## src/graph6_string_encoder_macros.svh

```systemverilog
// Assertion macros shared by the graph6 encoder modules.
`ifndef GRAPH6_STRING_ENCODER_MACROS_SVH
`define GRAPH6_STRING_ENCODER_MACROS_SVH

// Same-cycle implication, disabled during reset.
`define GSE_ASSERT_NOW(label, clk, rst_n, ante, cons) \
	label: assert property (@(posedge clk) disable iff (!rst_n) (ante) |-> (cons)) \
		else $error("graph6 encoder check failed");

// Next-cycle implication, disabled during reset.
`define GSE_ASSERT_NEXT(label, clk, rst_n, ante, cons) \
	label: assert property (@(posedge clk) disable iff (!rst_n) (ante) |=> (cons)) \
		else $error("graph6 encoder check failed");

`endif

```

## src/gse_pkg.sv

```systemverilog
// Shared types and constants of the graph6 encoder.
package gse_pkg;

	localparam int MAX_VERTICES_DEF = 64;
	localparam int ROW_W = 64;
	localparam int CNT_W = 7;
	localparam int CHAR_W = 7;
	localparam int QUEUE_DEPTH = 2;

	localparam logic [CHAR_W-1:0] G6_BIAS = 7'd63;
	localparam logic [CHAR_W-1:0] G6_LONG_MARK = 7'd126;
	localparam logic [CNT_W-1:0] G6_SHORT_MAX = 7'd62;
	localparam logic [2:0] G6_GROUP = 3'd6;

	// One classified row handed from the front to the back.
	typedef struct packed {
		logic [ROW_W-1:0] row;
		logic [CNT_W-1:0] nbits;
		logic [CNT_W-1:0] n;
		logic first;
		logic last;
	} row_entry_t;

	typedef enum logic [1:0] {
		ST_IDLE,
		ST_HEAD,
		ST_PACK
	} back_state_t;

endpackage

```

## src/gse_front.sv

```systemverilog
// Front end: accepts rows, tracks the row index and classifies each row.
module gse_front #(
	parameter int MAX_VERTICES = gse_pkg::MAX_VERTICES_DEF
) (
	input  logic clk,
	input  logic arst_n,
	input  logic cfg_we,
	input  logic [gse_pkg::CNT_W-1:0] vertex_count,
	input  logic in_valid,
	output logic in_stall,
	input  logic [gse_pkg::ROW_W-1:0] row_bits,
	input  logic q_full,
	output logic push,
	output gse_pkg::row_entry_t push_entry
);

	logic [gse_pkg::CNT_W-1:0] vcount_q;
	logic [gse_pkg::CNT_W-1:0] row_index_q;
	logic [gse_pkg::CNT_W-1:0] n_eff;
	logic [gse_pkg::CNT_W-1:0] idx;
	logic is_last;

	// Clamp the vertex count into its legal range
	always_comb begin
		if (vcount_q == '0) begin
			n_eff = gse_pkg::CNT_W'(1);
		end else if (vcount_q > gse_pkg::CNT_W'(MAX_VERTICES)) begin
			n_eff = gse_pkg::CNT_W'(MAX_VERTICES);
		end else begin
			n_eff = vcount_q;
		end
	end

	// Restart at row 0 once the index has run past the count
	assign idx = (row_index_q >= n_eff) ? '0 : row_index_q;
	assign is_last = ({1'b0, idx} + 8'd1) >= {1'b0, n_eff};

	assign in_stall = q_full;
	assign push = in_valid && !q_full;

	always_comb begin
		push_entry.row = row_bits;
		push_entry.nbits = idx;
		push_entry.n = n_eff;
		push_entry.first = (idx == '0);
		push_entry.last = is_last;
	end

	// Hold the count; advance the row index on each transfer, drop it on a write
	always_ff @(posedge clk or negedge arst_n) begin
		if (!arst_n) begin
			vcount_q <= gse_pkg::CNT_W'(1);
			row_index_q <= '0;
		end else if (cfg_we) begin
			vcount_q <= vertex_count;
			row_index_q <= '0;
		end else if (push) begin
			row_index_q <= is_last ? '0 : (idx + gse_pkg::CNT_W'(1));
		end
	end

endmodule

```

## src/gse_fifo.sv

```systemverilog
// Short queue of classified rows between the front and the back.
`include "graph6_string_encoder_macros.svh"

module gse_fifo #(
	parameter int DEPTH = gse_pkg::QUEUE_DEPTH
) (
	input  logic clk,
	input  logic arst_n,
	input  logic push,
	input  gse_pkg::row_entry_t push_entry,
	output logic full,
	input  logic pop,
	output logic q_valid,
	output gse_pkg::row_entry_t q_entry
);

	localparam int PTR_W = (DEPTH > 1) ? $clog2(DEPTH) : 1;
	localparam int CNT_W = $clog2(DEPTH + 1);

	gse_pkg::row_entry_t slots_q [DEPTH];
	logic [PTR_W-1:0] wr_ptr_q;
	logic [PTR_W-1:0] rd_ptr_q;
	logic [CNT_W-1:0] count_q;
	logic do_pop;

	assign full = (count_q == CNT_W'(DEPTH));
	assign q_valid = (count_q != '0);
	assign do_pop = pop && q_valid;
	assign q_entry = slots_q[rd_ptr_q];

	// Store incoming rows
	always_ff @(posedge clk) begin
		if (push && !full) begin
			slots_q[wr_ptr_q] <= push_entry;
		end
	end

	// Advance pointers and occupancy
	always_ff @(posedge clk or negedge arst_n) begin
		if (!arst_n) begin
			wr_ptr_q <= '0;
			rd_ptr_q <= '0;
			count_q <= '0;
		end else begin
			if (push && !full) begin
				wr_ptr_q <= (wr_ptr_q == PTR_W'(DEPTH - 1)) ? '0 : wr_ptr_q + PTR_W'(1);
			end
			if (do_pop) begin
				rd_ptr_q <= (rd_ptr_q == PTR_W'(DEPTH - 1)) ? '0 : rd_ptr_q + PTR_W'(1);
			end
			case ({push && !full, do_pop})
				2'b10: count_q <= count_q + CNT_W'(1);
				2'b01: count_q <= count_q - CNT_W'(1);
				default: count_q <= count_q;
			endcase
		end
	end

	`GSE_ASSERT_NOW(a_no_push_full, clk, arst_n, full, !(push && !full) && count_q == CNT_W'(DEPTH))
	`GSE_ASSERT_NEXT(a_push_fills, clk, arst_n, push && !full && !do_pop, count_q != '0)

endmodule

```

## src/gse_back.sv

```systemverilog
// Back end: emits the header, packs row bits into 6-bit groups, holds the output.
`include "graph6_string_encoder_macros.svh"

module gse_back (
	input  logic clk,
	input  logic arst_n,
	input  logic q_valid,
	input  gse_pkg::row_entry_t q_entry,
	output logic pop,
	output logic out_valid,
	input  logic out_stall,
	output logic [gse_pkg::CHAR_W-1:0] out_char,
	output logic last_char
);

	gse_pkg::back_state_t state_q;
	gse_pkg::back_state_t state_d;

	logic [gse_pkg::ROW_W-1:0] row_q;
	logic [gse_pkg::CNT_W-1:0] rem_q;
	logic [gse_pkg::CNT_W-1:0] n_q;
	logic last_q;
	logic [1:0] hdr_q;
	logic [4:0] carry_q;
	logic [2:0] cc_q;

	logic out_valid_q;
	logic [gse_pkg::CHAR_W-1:0] out_char_q;
	logic last_char_q;

	logic step_en;
	logic emit;
	logic [gse_pkg::CHAR_W-1:0] emit_char;
	logic emit_last;

	logic long_hdr;
	logic hdr_done;
	logic [gse_pkg::CHAR_W-1:0] hdr_char;
	logic [2:0] take;
	logic full_grp;
	logic [2:0] total;
	logic [5:0] comb_grp;
	logic [5:0] pad_mask;
	logic [4:0] carry_new;
	logic [5:0] row_lo;

	assign step_en = !out_valid_q || !out_stall;

	// Header characters
	assign long_hdr = n_q > gse_pkg::G6_SHORT_MAX;
	assign hdr_done = !long_hdr || (hdr_q == 2'd3);
	always_comb begin
		case (hdr_q)
			2'd0: hdr_char = long_hdr ? gse_pkg::G6_LONG_MARK : n_q + gse_pkg::G6_BIAS;
			2'd1: hdr_char = gse_pkg::G6_BIAS;
			2'd2: hdr_char = gse_pkg::G6_BIAS + gse_pkg::CHAR_W'(n_q[gse_pkg::CNT_W-1:6]);
			2'd3: hdr_char = gse_pkg::G6_BIAS + gse_pkg::CHAR_W'(n_q[5:0]);
			default: hdr_char = gse_pkg::G6_BIAS;
		endcase
	end

	// Merge carried bits with the next row bits, first bit at the MSB
	assign row_lo = row_q[5:0];
	always_comb begin
		logic [2:0] ci;
		logic [2:0] ri;
		comb_grp = '0;
		for (int p = 0; p < 6; p++) begin
			ci = 3'(cc_q - 3'(p) - 3'd1);
			ri = 3'(3'(p) - cc_q);
			if (3'(p) < cc_q) begin
				comb_grp[5-p] = carry_q[ci];
			end else begin
				comb_grp[5-p] = row_lo[ri];
			end
		end
	end

	assign take = gse_pkg::G6_GROUP - cc_q;
	assign full_grp = rem_q >= gse_pkg::CNT_W'(take);
	assign total = cc_q + rem_q[2:0];
	assign pad_mask = 6'h3F << (gse_pkg::G6_GROUP - total);
	assign carry_new = 5'(comb_grp >> (gse_pkg::G6_GROUP - total));

	// Next state and emitted character
	always_comb begin
		state_d = state_q;
		pop = 1'b0;
		emit = 1'b0;
		emit_char = gse_pkg::G6_BIAS;
		emit_last = 1'b0;
		case (state_q)
			gse_pkg::ST_IDLE: begin
				if (q_valid) begin
					pop = 1'b1;
					state_d = q_entry.first ? gse_pkg::ST_HEAD : gse_pkg::ST_PACK;
				end
			end
			gse_pkg::ST_HEAD: begin
				if (step_en) begin
					emit = 1'b1;
					emit_char = hdr_char;
					if (hdr_done) begin
						emit_last = last_q;
						state_d = gse_pkg::ST_IDLE;
					end
				end
			end
			gse_pkg::ST_PACK: begin
				if (step_en) begin
					if (full_grp) begin
						emit = 1'b1;
						emit_char = gse_pkg::CHAR_W'(comb_grp) + gse_pkg::G6_BIAS;
						emit_last = last_q && (rem_q == gse_pkg::CNT_W'(take));
						if (rem_q == gse_pkg::CNT_W'(take)) begin
							state_d = gse_pkg::ST_IDLE;
						end
					end else if (last_q) begin
						emit = 1'b1;
						emit_char = gse_pkg::CHAR_W'(comb_grp & pad_mask) + gse_pkg::G6_BIAS;
						emit_last = 1'b1;
						state_d = gse_pkg::ST_IDLE;
					end else begin
						state_d = gse_pkg::ST_IDLE;
					end
				end
			end
			default: state_d = gse_pkg::ST_IDLE;
		endcase
	end

	always_ff @(posedge clk or negedge arst_n) begin
		if (!arst_n) begin
			state_q <= gse_pkg::ST_IDLE;
		end else begin
			state_q <= state_d;
		end
	end

	// Row payload: load on pop, shift out consumed bits
	always_ff @(posedge clk) begin
		if (pop) begin
			row_q <= q_entry.row;
			rem_q <= q_entry.nbits;
			n_q <= q_entry.n;
			last_q <= q_entry.last;
		end else if (state_q == gse_pkg::ST_PACK && step_en && full_grp) begin
			row_q <= row_q >> take;
			rem_q <= rem_q - gse_pkg::CNT_W'(take);
		end
	end

	// Carry and header position
	always_ff @(posedge clk or negedge arst_n) begin
		if (!arst_n) begin
			hdr_q <= '0;
			carry_q <= '0;
			cc_q <= '0;
		end else if (pop) begin
			hdr_q <= '0;
			if (q_entry.first) begin
				carry_q <= '0;
				cc_q <= '0;
			end
		end else if (state_q == gse_pkg::ST_HEAD && step_en) begin
			hdr_q <= hdr_q + 2'd1;
		end else if (state_q == gse_pkg::ST_PACK && step_en) begin
			if (full_grp || last_q) begin
				carry_q <= '0;
				cc_q <= '0;
			end else begin
				carry_q <= carry_new;
				cc_q <= total;
			end
		end
	end

	// Output register: load on emit, drop after transfer
	always_ff @(posedge clk or negedge arst_n) begin
		if (!arst_n) begin
			out_valid_q <= 1'b0;
		end else if (emit) begin
			out_valid_q <= 1'b1;
		end else if (!out_stall) begin
			out_valid_q <= 1'b0;
		end
	end

	always_ff @(posedge clk) begin
		if (emit) begin
			out_char_q <= emit_char;
			last_char_q <= emit_last;
		end
	end

	assign out_valid = out_valid_q;
	assign out_char = out_char_q;
	assign last_char = last_char_q;

	`GSE_ASSERT_NOW(a_head_no_bits, clk, arst_n, state_q == gse_pkg::ST_HEAD, rem_q == '0)
	`GSE_ASSERT_NEXT(a_last_goes_idle, clk, arst_n, emit && emit_last, state_q == gse_pkg::ST_IDLE)
	`GSE_ASSERT_NEXT(a_first_clears, clk, arst_n, pop && q_entry.first, cc_q == '0 && carry_q == '0)

endmodule

```

## src/graph6_string_encoder.sv

```systemverilog
// Top level of the graph6 string encoder.
//
// Input channel (in_valid / in_stall / row_bits): one adjacency row per
// transfer, row 0 first; bit j set means an edge to vertex j, and only
// bits below the row number are used. Output channel (out_valid /
// out_stall / out_char / last_char): one graph6 character per transfer,
// last_char marks the final character of the graph string.
// cfg_we / vertex_count set the vertex count n and restart the graph.
//
// Each row leaves the queue before the packer starts on it; bits that do
// not fill a group at the end of a non-final row carry into the next row.
// The header adds one (n <= 62) or four characters; the bit packer emits
// one 6-bit group per cycle while the receiver does not stall, shifting
// up to six row bits at a time. A row passes the queue, the back-end state
// register and the output register before its first character is valid.
// A two-entry row queue lets the input transfer while the packer works.
// Reset empties the queue and output register and sets n to 1. When the
// receiver stalls, the output character holds and the packer waits.
module graph6_string_encoder #(
	parameter int MAX_VERTICES = gse_pkg::MAX_VERTICES_DEF
) (
	input  logic clk,
	input  logic arst_n,
	input  logic cfg_we,
	input  logic [gse_pkg::CNT_W-1:0] vertex_count,
	input  logic in_valid,
	output logic in_stall,
	input  logic [gse_pkg::ROW_W-1:0] row_bits,
	output logic out_valid,
	input  logic out_stall,
	output logic [gse_pkg::CHAR_W-1:0] out_char,
	output logic last_char
);

	logic q_full;
	logic push;
	logic pop;
	logic q_valid;
	gse_pkg::row_entry_t push_entry;
	gse_pkg::row_entry_t q_entry;

	gse_front #(
		.MAX_VERTICES(MAX_VERTICES)
	) u_front (
		.clk(clk),
		.arst_n(arst_n),
		.cfg_we(cfg_we),
		.vertex_count(vertex_count),
		.in_valid(in_valid),
		.in_stall(in_stall),
		.row_bits(row_bits),
		.q_full(q_full),
		.push(push),
		.push_entry(push_entry)
	);

	gse_fifo #(
		.DEPTH(gse_pkg::QUEUE_DEPTH)
	) u_fifo (
		.clk(clk),
		.arst_n(arst_n),
		.push(push),
		.push_entry(push_entry),
		.full(q_full),
		.pop(pop),
		.q_valid(q_valid),
		.q_entry(q_entry)
	);

	gse_back u_back (
		.clk(clk),
		.arst_n(arst_n),
		.q_valid(q_valid),
		.q_entry(q_entry),
		.pop(pop),
		.out_valid(out_valid),
		.out_stall(out_stall),
		.out_char(out_char),
		.last_char(last_char)
	);

endmodule

```

## config.mk

```make
export PLATFORM = sky130hd
export DESIGN_NAME = graph6_string_encoder
export DESIGN_NICKNAME = d
export VERILOG_FILES = /design/src/gse_pkg.sv /design/src/gse_front.sv /design/src/gse_fifo.sv /design/src/gse_back.sv /design/src/graph6_string_encoder.sv
export VERILOG_INCLUDE_DIRS = /design/src /design/src/src
export SDC_FILE = /design/constraint.sdc
export NUM_CORES = 1
export LEC_CHECK = 0
export ABC_CLOCK_PERIOD_IN_PS = 9000
export BUFFER_PORTS_ARGS = -buffer_cell sky130_fd_sc_hd__buf_2
export CORE_ASPECT_RATIO = 0.5
export CORE_UTILIZATION = 60
export CTS_CLUSTER_DIAMETER = 30
export CTS_CLUSTER_SIZE = 30
export DETAILED_ROUTE_END_ITERATION = 10
export MAX_ROUTING_LAYER = met4
export PLACE_DENSITY = 0.79
export SYNTH_ARGS = -nofsm -noshare
export SYNTH_HDL_FRONTEND = slang
export SYNTH_SLANG_ARGS = --single-unit
```

## constraint.sdc

```tcl
create_clock -name clk -period 9 [get_ports clk]
set_clock_uncertainty 0.15 [all_clocks]
set_input_delay 0 -clock clk [delete_from_list [all_inputs] [get_ports clk]]
set_output_delay 0 -clock clk [all_outputs]
set_load 0.02 [all_outputs]
```

==> impl_metrics.sql <==
INSERT INTO impl_metrics (metric_group, metric, value, unit) VALUES
('floorplanning', 'die_width', '225', 'um'),
('routing', 'ant_nets', '0', ''),
('placed_design', 'dpl-instance-area', '0.0156', 'sq mm'),
('floorplanning', 'dieHeight', '113', 'um'),
('global_route', 'grt_antenna_before_repair', '0', ''),
('cells_and_area', 'final_layout_size_suffix_gt1_share', '19.7', '%'),
('global_route', 'grt_max_degree', '92', ''),
('critical_path', 'critical_path.cell_chain', 'clkinv_1, ha_4, buf_4, mux4_2, o211ai_1, o21ai_1, or2_1, or4_1, a31oi_1, o211ai_1', ''),
('cts', 'clock_tree.root_cell', 'sky130_fd_sc_hd__clkbuf_16', ''),
('critical_path', 'critical-path-slowest-cell', 'sky130_fd_sc_hd__dfrtp_4', ''),
('floorplanning', 'fp_rows', '40', ''),
('power_and_ir_drop', 'pwr-share-seq', '37.9', '%'),
('routing', 'drt_iter0_drc', '1118', ''),
('power_and_ir_drop', 'combinationalPowerShare', '35.8', '%'),
('yosys', 'syn_inst', '1191', ''),
('routing', 'num_vias', '10600', ''),
('sta', 'final.min_clock_period', '5.44', 'ns'),
('global_route', 'track_usage', '28.5', '%'),
('critical_path', 'timing.critical_path.from_type', 'flop', ''),
('floorplanning', 'die_area', '0.0255', 'sq mm'),
('power_and_ir_drop', 'power.share.switching', '37.1', '%'),
('yosys', 'post-synth-top-area-fraction', '49.7', '%'),
('yosys', 'syn_area_per_cell', '12.5', 'sq um'),
('sta', 'grt_setup_unrepaired', 'no', ''),
('yosys', 'synth_commonest_cells', '247 x sky130_fd_sc_hd__edfxtp_1, 171 x sky130_fd_sc_hd__nand2_1, 63 x sky130_fd_sc_hd__a211oi_1, 62 x sky130_fd_sc_hd__mux4_2', ''),
('cells_and_area', 'fillers', '1520', ''),
('placed_design', 'io_buffers', '85', ''),
('sta', 'worst_slew_pin_tran', '1.11', 'ns'),
('cts', 'number_of_levels_in_the_clock_h_tree', '2', ''),
('yosys', 'netlist.top_cell.by_area', 'sky130_fd_sc_hd__edfxtp_1', ''),
('yosys', 'synth_sequential_area_ratio', '54.9', '%'),
('power_and_ir_drop', 'p_int', '3.98', 'mW'),
('power_and_ir_drop', 'switching_power', '2.35', 'mW'),
('sta', 'post-route-period-util', '60.4', '%'),
('yosys', 'ys.warnings.count', '0', ''),
('routing', 'wl_per_cell', '20.0', 'um'),
('routing', 'drt-total-wl', '33900', 'um'),
('cts', 'path_clk_slew', '0.07', 'ns'),
('critical_path', 'timing.critical_path.fanout_max', '91', ''),
('power_and_ir_drop', 'pwr_density_cell', '354', 'mW/mm^2'),
('cts', 'clock_path_buffers', '3', ''),
('critical_path', 'worst_path_most_repeated_cell', 'sky130_fd_sc_hd__o211ai_1', ''),
('critical_path', 'worstSetupPathType', 'flop to flop', ''),
('cts', 'cts.repair_timing.setup_buffer_count', '0', ''),
('placed_design', 'gp_congestion', '0.916', ''),
('flow_run', 'cap_viol_max_count', '0', ''),
('global_route', 'grt_remaining_overflow', '0', ''),
('routing', 'routed_via_density', '6.26', ''),
('global_route', 'grt_pass1_vias', '10600', ''),
('cells_and_area', 'multi_input_area', '0.00632', 'sq mm'),
('yosys', 'synthArstFlopShare', '11.2', '%'),
('cells_and_area', 'area.sequential', '0.00820', 'sq mm'),
('critical_path', 'required', '9.10', 'ns'),
('yosys', 'synthTopCellsByArea', 'sky130_fd_sc_hd__edfxtp_1 50%, sky130_fd_sc_hd__mux4_2 9.4%, sky130_fd_sc_hd__dfrtp_1 5.0%', ''),
('placed_design', 'hpwl_after_detailed_placement', '20200', 'um'),
('routing', 'drc_errors', '0', ''),
('yosys', 'yosys_reg_bits', '278', ''),
('yosys', 'synth.net_count', '1310', ''),
('routing', 'detailedRoute.firstPassIterationCount', '5', ''),
('run_status', 'outcome', 'finished clean', ''),
('cells_and_area', 'nNetsFinal', '1451', ''),
('floorplanning', 'io_pins', '86', ''),
('yosys', 'synth_area', '0.0149', 'sq mm'),
('sta', 'max_clock_freq', '0.184', 'GHz'),
('yosys', 'synth_top_flop_cell', 'sky130_fd_sc_hd__edfxtp_1', ''),
('power_and_ir_drop', 'ir_drop', '0.216', 'mV'),
('cells_and_area', 'layout.cell_area.non_filler', '0.0179', 'sq mm'),
('sta', 'final-hold-violation-count', '0', ''),
('hold_path', 'worstHoldPathType', 'input port to flop', ''),
('cells_and_area', 'antenna_cells_inserted', '0', ''),
('critical_path', 'max_stage_delay', '1.15', 'ns');
## cell usage in the layout (no fill, tap or decap), types with 8 or more instances in the layout
| cell type | synthesis | routed |
|---|---|---|
| sky130_fd_sc_hd__a211oi_1 | 63 | 63 |
| sky130_fd_sc_hd__a21oi_1 | 29 | 29 |
| sky130_fd_sc_hd__a31oi_1 | 60 | 60 |
| sky130_fd_sc_hd__buf_2 | 10 | 85 |
| sky130_fd_sc_hd__buf_4 | 0 | 9 |
| sky130_fd_sc_hd__clkbuf_16 | 0 | 38 |
| sky130_fd_sc_hd__dfrtp_1 | 30 | 28 |
| sky130_fd_sc_hd__dlygate4sd3_1 | 0 | 85 |
| sky130_fd_sc_hd__edfxtp_1 | 247 | 247 |
| sky130_fd_sc_hd__ha_1 | 41 | 40 |
| sky130_fd_sc_hd__inv_1 | 34 | 34 |
| sky130_fd_sc_hd__mux2_2 | 20 | 20 |
| sky130_fd_sc_hd__mux2i_1 | 32 | 32 |
| sky130_fd_sc_hd__mux4_2 | 62 | 62 |
| sky130_fd_sc_hd__nand2_1 | 171 | 171 |
| sky130_fd_sc_hd__nand2b_1 | 8 | 8 |
| sky130_fd_sc_hd__nand3_1 | 19 | 19 |
| sky130_fd_sc_hd__nor2_1 | 45 | 44 |
| sky130_fd_sc_hd__nor2b_1 | 60 | 60 |
| sky130_fd_sc_hd__o211ai_1 | 12 | 12 |
| sky130_fd_sc_hd__o21ai_0 | 32 | 31 |
| sky130_fd_sc_hd__xnor2_1 | 21 | 21 |
| sky130_fd_sc_hd__xor2_1 | 10 | 10 |
## stage by stage
stage	utilization [%]	cells	total power, mW	hold WS, ns
CTS	73.9	1698	6.32	0.00311
detailed placement	64.4	1542	4.60	-0.0341
finish	73.9	1698	6.33	0.0236
floorplan	-	1191	4.02	-0.446
global placement	64.4	1542	4.53	-0.0344
global route	73.9	1698	6.67	0.0211
## state kept, by name, summed over array words and instances, names as in the netlist, 5 cells and up
| register | count |
|---|---|
| u_fifo.slots_q | 160 |
| u_back.row_q | 64 |
| u_back.n_q | 7 |
| u_back.out_char | 7 |
| u_front.vcount_q | 7 |
| u_front.row_index_q | 7 |
| u_back.rem_q | 7 |
| u_back.carry_q | 5 |
## cell type report
type	count	share of cell area, %
inverter	37	0.777
timing repair buffer	180	7.63
multi-input combinational	797	35.3
tap	336	2.35
clock inverter	31	2.66
clock buffer	39	5.34
sequential	278	45.9
## worst max-delay path, delay by kind of cell (launching register included)
| family | cells | cell delay [ns] |
|---|---|---|
| buf+inv | 2 | 1.41 |
| flops | 1 | 1.15 |
| simple gates | 2 | 0.89 |
| fa+ha+maj | 1 | 0.55 |
| compound gates | 4 | 0.52 |
| mux | 1 | 0.43 |
## cell families (layout without fill, tap and decap cells)
family	Yosys count	in the layout	share of synthesized area [%]
AOI/OAI and AO/OA	251	251	11.5
xor gates and xnor gates	33	33	2.08
adders and majority gates	43	43	3.71
buffers and inverters	116	287	3.10
DFF	278	278	54.9
muxes	116	116	13.2
and+or+nand+nor	354	354	11.5
## timing repair
item | 4_1_cts | 5_1_grt
gates resized for setup | 0 | 0
hold buffers | 86 | 0
hold endpoints to repair | 186 | 0
## per-layer routing
metal / GRT usage [%] / up-vias / wire, um
met5: - / - / 0
met4: 6.58 / 0 / 513
met3: 4.95 / 56 / 2160
met2: 47.1 / 415 / 16900
met1: 37.4 / 5275 / 14300
li1: - / 4877 / -
## worst paths after layout
check                                  start                    end  slack, ns  depth (start not counted)
setup reg to reg              u_back.cc_q[0]     u_back.out_char[4]       3.56                         10
max in group asynchronous             arst_n         u_back.cc_q[0]       8.09                          4
hold reg to reg            u_back.state_q[1]      u_back.state_q[1]       0.38                          2
min in group asynchronous             arst_n    u_front.vcount_q[0]       0.37                          3
setup / recovery              u_back.cc_q[0]     u_back.out_char[4]       3.56                         10
hold / removal                  row_bits[59]  u_fifo.slots_q[1][75]       0.02                          2
## power by group through the flow
| stage | logic [mW] | clock network, mW | registers, mW |
|---|---|---|---|
| 2_1_floorplan | 1.72 | 0 | 2.31 |
| 3_3_place_gp | 2.15 | 0 | 2.38 |
| 3_5_place_dp | 2.20 | 0 | 2.40 |
| 4_1_cts | 2.26 | 1.68 | 2.38 |
| 5_1_grt | 2.49 | 1.73 | 2.45 |
| 6_report | 2.27 | 1.66 | 2.40 |
Power figures use the tool's default switching activity.
